[src/hdl/tlvp_pkg.sv]
// Package: types and constants shared by the TLV limit parser.
package tlvp_pkg;

    localparam logic [7:0] TYPE_RATE = 8'hBB;
    localparam logic [7:0] TYPE_OXY  = 8'hCC;
    localparam logic [7:0] RATE_LEN  = 8'd4;
    localparam logic [7:0] OXY_LEN   = 8'd1;

    localparam logic [15:0] RST_RATE_LOW  = 16'd50;
    localparam logic [15:0] RST_RATE_HIGH = 16'd120;
    localparam logic [7:0]  RST_OXY_LOW   = 8'd90;

    localparam int unsigned CFG_IDX_W  = 2;
    localparam int unsigned CFG_DATA_W = 16;

    typedef enum logic [CFG_IDX_W-1:0] {
        CFG_RATE_LOW  = 2'd0,
        CFG_RATE_HIGH = 2'd1,
        CFG_OXY_LOW   = 2'd2
    } t_cfg_idx;

    typedef enum logic [1:0] {
        PH_TYPE  = 2'd0,
        PH_LEN   = 2'd1,
        PH_VALUE = 2'd2
    } t_phase;

    typedef struct packed {
        logic [15:0] rate_low;
        logic [15:0] rate_high;
        logic [7:0]  oxygen_low;
    } t_limits;

    typedef struct packed {
        logic [15:0] rate_low;
        logic [15:0] rate_high;
        logic [7:0]  oxygen_low;
        logic        rate_updated;
        logic        oxygen_updated;
        logic        cut_short;
    } t_result;

endpackage

[src/hdl/tlvp_byte_if.sv]
// Interface: payload byte channel with valid/ready handshake.
interface tlvp_byte_if;
    logic       valid;
    logic       ready;
    logic [7:0] payload_byte;
    logic       final_byte;

    modport source (output valid, output payload_byte, output final_byte, input ready);
    modport sink   (input valid, input payload_byte, input final_byte, output ready);
endinterface

[src/hdl/tlvp_limit_if.sv]
// Interface: result channel carrying the parsed limits and flags.
interface tlvp_limit_if;
    logic        valid;
    logic        ready;
    logic [15:0] rate_low;
    logic [15:0] rate_high;
    logic [7:0]  oxygen_low;
    logic        rate_updated;
    logic        oxygen_updated;
    logic        cut_short;

    modport source (output valid, output rate_low, output rate_high, output oxygen_low,
                    output rate_updated, output oxygen_updated, output cut_short,
                    input ready);
    modport sink   (input valid, input rate_low, input rate_high, input oxygen_low,
                    input rate_updated, input oxygen_updated, input cut_short,
                    output ready);
endinterface

[src/hdl/tlvp_parse.sv]
// Parser: per-byte TLV state update and result formation on the final byte.
module tlvp_parse (
    input  logic              i_clk,
    input  logic              i_rst_n,
    input  logic              i_take,
    input  logic [7:0]        i_byte,
    input  logic              i_last,
    input  tlvp_pkg::t_limits i_defaults,
    output logic              o_emit,
    output tlvp_pkg::t_result o_result
);
    import tlvp_pkg::*;

    t_phase      r_phase, n_phase;
    logic [7:0]  r_type, n_type;
    logic [7:0]  r_len, n_len;
    logic [7:0]  r_left, n_left;
    logic [31:0] r_shift, n_shift;
    t_limits     r_staged, n_staged;
    logic [1:0]  r_marks, n_marks;
    logic        cut;

    always_comb begin
        n_phase  = r_phase;
        n_type   = r_type;
        n_len    = r_len;
        n_left   = r_left;
        n_shift  = r_shift;
        n_staged = r_staged;
        n_marks  = r_marks;
        cut      = 1'b0;
        unique case (r_phase)
            PH_LEN: begin
                n_len   = i_byte;
                n_left  = i_byte;
                n_shift = '0;
                if (i_byte == 8'd0) begin
                    n_phase = PH_TYPE;
                end else begin
                    n_phase = PH_VALUE;
                    cut     = 1'b1;
                end
            end
            PH_VALUE: begin
                n_shift = {r_shift[23:0], i_byte};
                n_left  = r_left - 8'd1;
                if (n_left == 8'd0) begin
                    n_phase = PH_TYPE;
                    if (r_type == TYPE_RATE && r_len == RATE_LEN) begin
                        n_staged.rate_low  = n_shift[31:16];
                        n_staged.rate_high = n_shift[15:0];
                        n_marks[0]         = 1'b1;
                    end else if (r_type == TYPE_OXY && r_len == OXY_LEN) begin
                        n_staged.oxygen_low = n_shift[7:0];
                        n_marks[1]          = 1'b1;
                    end
                end else begin
                    cut = 1'b1;
                end
            end
            PH_TYPE: begin
                n_type  = i_byte;
                n_phase = PH_LEN;
            end
            default: begin
                n_phase = PH_TYPE;
            end
        endcase

        o_result.rate_low       = n_marks[0] ? n_staged.rate_low : i_defaults.rate_low;
        o_result.rate_high      = n_marks[0] ? n_staged.rate_high : i_defaults.rate_high;
        o_result.oxygen_low     = n_marks[1] ? n_staged.oxygen_low : i_defaults.oxygen_low;
        o_result.rate_updated   = n_marks[0];
        o_result.oxygen_updated = n_marks[1];
        o_result.cut_short      = cut;
        o_emit                  = i_take && i_last;

        // payload end: start the next one clean
        if (i_last) begin
            n_phase = PH_TYPE;
            n_marks = '0;
        end
    end

    always_ff @(posedge i_clk) begin
        if (!i_rst_n) begin
            r_phase <= PH_TYPE;
            r_marks <= '0;
        end else if (i_take) begin
            r_phase <= n_phase;
            r_marks <= n_marks;
        end
    end

    always_ff @(posedge i_clk) begin
        if (i_take) begin
            r_type   <= n_type;
            r_len    <= n_len;
            r_left   <= n_left;
            r_shift  <= n_shift;
            r_staged <= n_staged;
        end
    end

endmodule

[src/hdl/tlvp_out_stage.sv]
// Output stage: result register that holds a transfer until the receiver takes it.
module tlvp_out_stage (
    input  logic              i_clk,
    input  logic              i_rst_n,
    input  logic              i_load,
    input  tlvp_pkg::t_result i_result,
    input  logic              i_ready,
    output logic              o_valid,
    output logic              o_free,
    output tlvp_pkg::t_result o_result
);
    import tlvp_pkg::*;

    logic    r_valid;
    t_result r_result;

    assign o_free   = !r_valid || i_ready;
    assign o_valid  = r_valid;
    assign o_result = r_result;

    always_ff @(posedge i_clk) begin
        if (!i_rst_n) begin
            r_valid <= 1'b0;
        end else if (o_free) begin
            r_valid <= i_load;
        end
    end

    always_ff @(posedge i_clk) begin
        if (o_free && i_load) begin
            r_result <= i_result;
        end
    end

endmodule

[src/hdl/threshold_tlv_parser_top.sv]
// Top level: TLV alert-limit parser with byte input, result output and config port.
//
// Bytes of a payload arrive on i_in, one transfer each, with final_byte set on
// the last one. Elements are type, length and value bytes. Type 0xBB length 4
// gives rate_low and rate_high (big-endian), type 0xCC length 1 gives
// oxygen_low; anything else is skipped and later elements win.
// One result transfer leaves on o_out for each final byte, in the cycle after it
// is accepted. Limits not given by the payload take the default registers as
// they stand when the final byte is accepted.
// Throughput is one byte per cycle while i_in.ready is high; the parse state is
// updated on each accepted byte and the result register decouples the output side.
// When the receiver stalls with a result pending, i_in.ready drops until the result
// is taken, then input resumes in the same cycle. Defaults are written through
// i_cfg_we/i_cfg_idx/i_cfg_data; the user must write them only while idle, which
// the block does not enforce. Reset (synchronous, active low) returns the defaults
// to 50, 120 and 90, clears the parse state and empties the result register.
module threshold_tlv_parser_top (
    input  logic                                i_clk,
    input  logic                                i_rst_n,
    tlvp_byte_if.sink                           i_in,
    tlvp_limit_if.source                        o_out,
    input  logic                                i_cfg_we,
    input  logic [tlvp_pkg::CFG_IDX_W-1:0]      i_cfg_idx,
    input  logic [tlvp_pkg::CFG_DATA_W-1:0]     i_cfg_data
);
    import tlvp_pkg::*;

    t_limits r_defaults;
    logic    take;
    logic    emit;
    logic    free;
    t_result result;
    t_result out_result;

    always_ff @(posedge i_clk) begin
        if (!i_rst_n) begin
            r_defaults.rate_low   <= RST_RATE_LOW;
            r_defaults.rate_high  <= RST_RATE_HIGH;
            r_defaults.oxygen_low <= RST_OXY_LOW;
        end else if (i_cfg_we) begin
            unique case (t_cfg_idx'(i_cfg_idx))
                CFG_RATE_LOW:  r_defaults.rate_low   <= i_cfg_data;
                CFG_RATE_HIGH: r_defaults.rate_high  <= i_cfg_data;
                CFG_OXY_LOW:   r_defaults.oxygen_low <= i_cfg_data[7:0];
                default: ;
            endcase
        end
    end

    assign i_in.ready = free;
    assign take       = i_in.valid && free;

    tlvp_parse u_parse (
        .i_clk      (i_clk),
        .i_rst_n    (i_rst_n),
        .i_take     (take),
        .i_byte     (i_in.payload_byte),
        .i_last     (i_in.final_byte),
        .i_defaults (r_defaults),
        .o_emit     (emit),
        .o_result   (result)
    );

    tlvp_out_stage u_out (
        .i_clk    (i_clk),
        .i_rst_n  (i_rst_n),
        .i_load   (emit),
        .i_result (result),
        .i_ready  (o_out.ready),
        .o_valid  (o_out.valid),
        .o_free   (free),
        .o_result (out_result)
    );

    assign o_out.rate_low       = out_result.rate_low;
    assign o_out.rate_high      = out_result.rate_high;
    assign o_out.oxygen_low     = out_result.oxygen_low;
    assign o_out.rate_updated   = out_result.rate_updated;
    assign o_out.oxygen_updated = out_result.oxygen_updated;
    assign o_out.cut_short      = out_result.cut_short;

endmodule
[src/flat_wrapper.sv]
// flat-port wrapper written by rule: the top's interface ports become plain ports
module threshold_tlv_parser_top_flat import tlvp_pkg::*;
  (i_clk, i_rst_n, i_cfg_we, i_cfg_idx, i_cfg_data, i_in_valid, i_in_payload_byte, i_in_final_byte, i_in_ready, o_out_valid, o_out_rate_low, o_out_rate_high, o_out_oxygen_low, o_out_rate_updated, o_out_oxygen_updated, o_out_cut_short, o_out_ready);
  tlvp_byte_if i_in_i ();
  tlvp_limit_if o_out_i ();
  input  logic i_clk;
  input  logic i_rst_n;
  input  logic i_cfg_we;
  input  logic [tlvp_pkg::CFG_IDX_W-1:0] i_cfg_idx;
  input  logic [tlvp_pkg::CFG_DATA_W-1:0] i_cfg_data;
  input wire logic [$bits(i_in_i.valid)-1:0] i_in_valid;
  input wire logic [$bits(i_in_i.payload_byte)-1:0] i_in_payload_byte;
  input wire logic [$bits(i_in_i.final_byte)-1:0] i_in_final_byte;
  output wire logic [$bits(i_in_i.ready)-1:0] i_in_ready;
  output wire logic [$bits(o_out_i.valid)-1:0] o_out_valid;
  output wire logic [$bits(o_out_i.rate_low)-1:0] o_out_rate_low;
  output wire logic [$bits(o_out_i.rate_high)-1:0] o_out_rate_high;
  output wire logic [$bits(o_out_i.oxygen_low)-1:0] o_out_oxygen_low;
  output wire logic [$bits(o_out_i.rate_updated)-1:0] o_out_rate_updated;
  output wire logic [$bits(o_out_i.oxygen_updated)-1:0] o_out_oxygen_updated;
  output wire logic [$bits(o_out_i.cut_short)-1:0] o_out_cut_short;
  input wire logic [$bits(o_out_i.ready)-1:0] o_out_ready;
  assign i_in_i.valid = i_in_valid;
  assign i_in_i.payload_byte = i_in_payload_byte;
  assign i_in_i.final_byte = i_in_final_byte;
  assign i_in_ready = i_in_i.ready;
  assign o_out_valid = o_out_i.valid;
  assign o_out_rate_low = o_out_i.rate_low;
  assign o_out_rate_high = o_out_i.rate_high;
  assign o_out_oxygen_low = o_out_i.oxygen_low;
  assign o_out_rate_updated = o_out_i.rate_updated;
  assign o_out_oxygen_updated = o_out_i.oxygen_updated;
  assign o_out_cut_short = o_out_i.cut_short;
  assign o_out_i.ready = o_out_ready;
  threshold_tlv_parser_top u_core (.i_clk(i_clk), .i_rst_n(i_rst_n), .i_in(i_in_i), .o_out(o_out_i), .i_cfg_we(i_cfg_we), .i_cfg_idx(i_cfg_idx), .i_cfg_data(i_cfg_data));
endmodule
[config.mk]
export PLATFORM = sky130hd
export DESIGN_NAME = threshold_tlv_parser_top_flat
export DESIGN_NICKNAME = d
export VERILOG_FILES = /design/src/hdl/tlvp_pkg.sv /design/src/hdl/tlvp_byte_if.sv /design/src/hdl/tlvp_limit_if.sv /design/src/hdl/tlvp_parse.sv /design/src/hdl/tlvp_out_stage.sv /design/src/hdl/threshold_tlv_parser_top.sv /design/src/flat_wrapper.sv
export SDC_FILE = /design/constraint.sdc
export NUM_CORES = 1
export LEC_CHECK = 0
export BUFFER_PORTS_ARGS = -buffer_cell sky130_fd_sc_hd__buf_2
export CAP_MARGIN = 20
export CORE_ASPECT_RATIO = 0.6
export CORE_UTILIZATION = 53
export DETAILED_ROUTE_END_ITERATION = 12
export PLACE_DENSITY = 0.75
export SLEW_MARGIN = 30
export SYNTH_ARGS = -nofsm -noshare
export SYNTH_HDL_FRONTEND = slang
export SYNTH_SLANG_ARGS = --single-unit
[constraint.sdc]
create_clock -name i_clk -period 2.7 [get_ports i_clk]
set_input_delay 0.405 -clock i_clk [delete_from_list [all_inputs] [get_ports i_clk]]
set_output_delay 0.405 -clock i_clk [all_outputs]
set_load 0.02 [all_outputs]
==> out/qor.yml <==
status: "finished, final reports clean"
swShare: 0.246
dieArea_sq_mm: 0.0155
wl_per_cell_um: 19.8
fin_skew_ps: 16.7
drc: 0
vdd_drop_max_mv: 0.414
utilization: 0.633
max_slew_margin: 0.392
synth-main-ff-cell: "edfxtp_1"
first_pass_iters: 5
die_x_um: 160
ys_ff_latch: 176
clockBufferDepth: 2
hold_path.class: "in -> reg"
grt-ovfl-total: 0
cp_data_arrival_time_ps: 2810
num_vias: 4824
initial_core_util: 0.545
clkLatencyLatePin_ps: 430
totalWireLength_mm: 16.9
synth.distinct_cells: 47
drv_slew: 0
clkPwrFrac: 0.398
layout.nets: 683
crit_chain: "or4_4 -> or4b_4 -> o221ai_4 -> nand4_4 -> buf_12 -> mux2_4"
reg2reg_to: "u_core.u_out.o_result[25]$_DFFE_PP_"
r2r_slack_ps: 60
p_seq_frac: 0.527
timing.rr.start: "u_core.u_parse.r_left[3]$_DFFE_PP_"
yosysTopAreaCell: "edfxtp_1"
vias_per_cell: 5.64
ff2ff_path_depth: 6
grt_use_total: 0.229
h-tree-depth: 4
tightest_slew_ps: 910
required_ps: 2870
syn_to_final_growth_pct: 16.0
max_freq_ghz: 0.379
critPathLaunch: "u_core.u_parse.r_left[3]$_DFFE_PP_"
intPower_uw: 4470
grt_setup_unrepaired: "false"
holdWs_ps: 235
crit_path_end: "u_core.u_out.o_result[25]$_DFFE_PP_"
syn_avg_cell_area_sq_um: 14.2
grt_antenna_before_repair: 0
slowest_delay_ps: 560
io_pins: 77
drv_cap: 0
ys_seq_area_frac: 0.608
first_global_vias: 4879
synth_area_sq_mm: 0.00796
clkSlewWorstSetupHoldPaths_ps: 70
place_inst: 823
slowest_stage: "or4_4"
place_ws_ps: -59.6
numCtsBuffers: 17
initialDrtViolationCount: 360
critPathMaxFanout: 24
clkSinkCount: 176
num_rows: 34
synth_top_area_share: 0.494
yosys_warnings: 0
yosys-top-cells-area: "edfxtp_1 (49%), dfxtp_1 (11%), mux2_4 (9.4%)"
finalCritPeriodShare: 0.976
path_class: "reg -> reg"
syn-instance-count: 559
cpLargestDelayFamily: "simple AND/OR/NAND/NOR gates"
leakage_uw: 0.00369
final_cell_mix: "edfxtp_1 (131), buf_2 (76), nand2_1 (72)"
syn_nets: 597
grt_max_degree: 45
num_antenna_cells: 0
cts_tree: "done"
cp-start-kind: "flop"
cp_num_cells: 6
fin_ws_ps: 63.6
dp_hpwl_mm: 11.0
layout_commonest_cell: "edfxtp_1"
die_y_um: 96.9
pwr_density_cell_mw_per_mm2: 642
pwr-share-comb: 0.076
cp_num_buf_inv: 1
io_buffer_count: 76
core_area_sq_mm: 0.0146
ant_nets: 0
cts-root-buf: "clkbuf_16"
postCtsHoldBufs: 0
finalNonFillerCells: 856
gp_congestion: 0.774
setup_violations: 0
timing.final.crit_period_ps: 2640
end_kind: "flop"
ys_async_sr_fraction: 0
synth_edf_count: 131
finalHoldViolations: 0
drive_gt1_frac: 0.384
grt_pass1_wl_mm: 26.7
p_sw_uw: 1460
-- worst min path at each step --
stage	end	depth (start not counted)	start	slack, ps
after floorplan	u_core.r_defaults[11]$_SDFFE_PN1P_	2	u_core.r_defaults[11]$_SDFFE_PN1P_	440
after global placement	u_core.r_defaults[28]$_SDFFE_PN1P_	2	u_core.r_defaults[28]$_SDFFE_PN1P_	450
after detailed placement	u_core.r_defaults[25]$_SDFFE_PN1P_	2	u_core.r_defaults[25]$_SDFFE_PN1P_	460
after CTS	u_core.r_defaults[23]$_SDFFE_PN0P_	3	i_cfg_data[15]	230
after global routing	u_core.r_defaults[35]$_SDFFE_PN0P_	3	i_cfg_data[11]	240
final	u_core.r_defaults[23]$_SDFFE_PN0P_	3	i_cfg_data[15]	240
-- sequential cells by signal (all words and copies together), names as in the netlist --
register                 flops
u_core.u_out.o_valid         1
u_core.u_out.o_result       43
u_core.u_parse.r_staged     40
u_core.r_defaults           40
u_core.u_parse.r_left        8
u_core.u_parse.r_shift      24
u_core.u_parse.r_marks       2
u_core.u_parse.r_type        8
u_core.u_parse.r_phase       2
u_core.u_parse.r_len         8
-- layer usage --
metal | wire length (um) | global-route usage
met3 | 1070 | 0.0489
met4 | 209 | 0.0777
met1 | 7880 | 0.319
met5 | 0 | 0
met2 | 7790 | 0.355
-- power by group through the flow --
stage	logic, uW	registers, uW	clock network [uW]
floorplan	242	3190	0
global placement	433	3170	0
detailed placement	449	3180	0
CTS	451	3120	2390
global route	485	3130	2510
finish	448	3120	2360
-- synth_stat cells (2+ instances only) --
library cell and number:
a21boi_0 28, a21oi_1 5, a22o_1 2, a31oi_1 3, and2_1 25, and3_1 6, buf_6 6, clkbuf_1 21
dfxtp_1 45, edfxtp_1 131, ha_1 6, inv_1 8, mux2_2 63, mux2_4 50, mux2i_1 18, nand2_1 72
nand2b_1 3, nand3_1 10, nand3b_1 3, nor2_1 15, nor2b_1 4, nor4_1 3, o21a_1 2, o21ai_0 3
o221a_2 2, xnor2_1 3, xor2_1 2
-- final cells by class --
class,count,area [sq um]
fillers,1083,5360
flip-flops and latches,176,4830
multi-input cells,345,2940
repair buffers,97,604
clock buffers,17,425
well taps,198,248
clock inverters,15,145
inverters,8,30.0
-- what timing repair did --
item | in CTS | in global routing
pin swaps | 1 | 1
setup buffers | 1 | 0
endpoints found under the hold margin | 0 | 0
gates resized for setup | 0 | 1
endpoints found under the setup margin | 14 | 16
-- worst reg2reg max path, cell delays in order, from the launching register on --
cell and delay, ps:
edfxtp_1 420, or4_4 570, or4b_4 550, o221ai_4 100, nand4_4 190, buf_12 230
mux2_4 330
-- stage by stage --
step	power [uW]	setup TNS, ps	instance area, sq um
floorplan	3440	0	7960
global placement	3600	0	8640
detailed placement	3630	-616	8640
CTS	5960	0	9230
global route	6130	0	9230
finish	5930	0	9230
-- cell families after synthesis --
| logic type | after synthesis | synth area share |
|---|---|---|
| buffers and inverters | 38 | 0.0242 |
| xor gates and xnor gates | 5 | 0.00550 |
| muxes | 131 | 0.206 |
| AOI/OAI and AO/OA | 48 | 0.0461 |
| DFF | 176 | 0.608 |
| adders and majority gates | 6 | 0.00943 |
| and+or+nand+nor | 155 | 0.101 |
No activity file was read; power rests on OpenSTA's default activity.
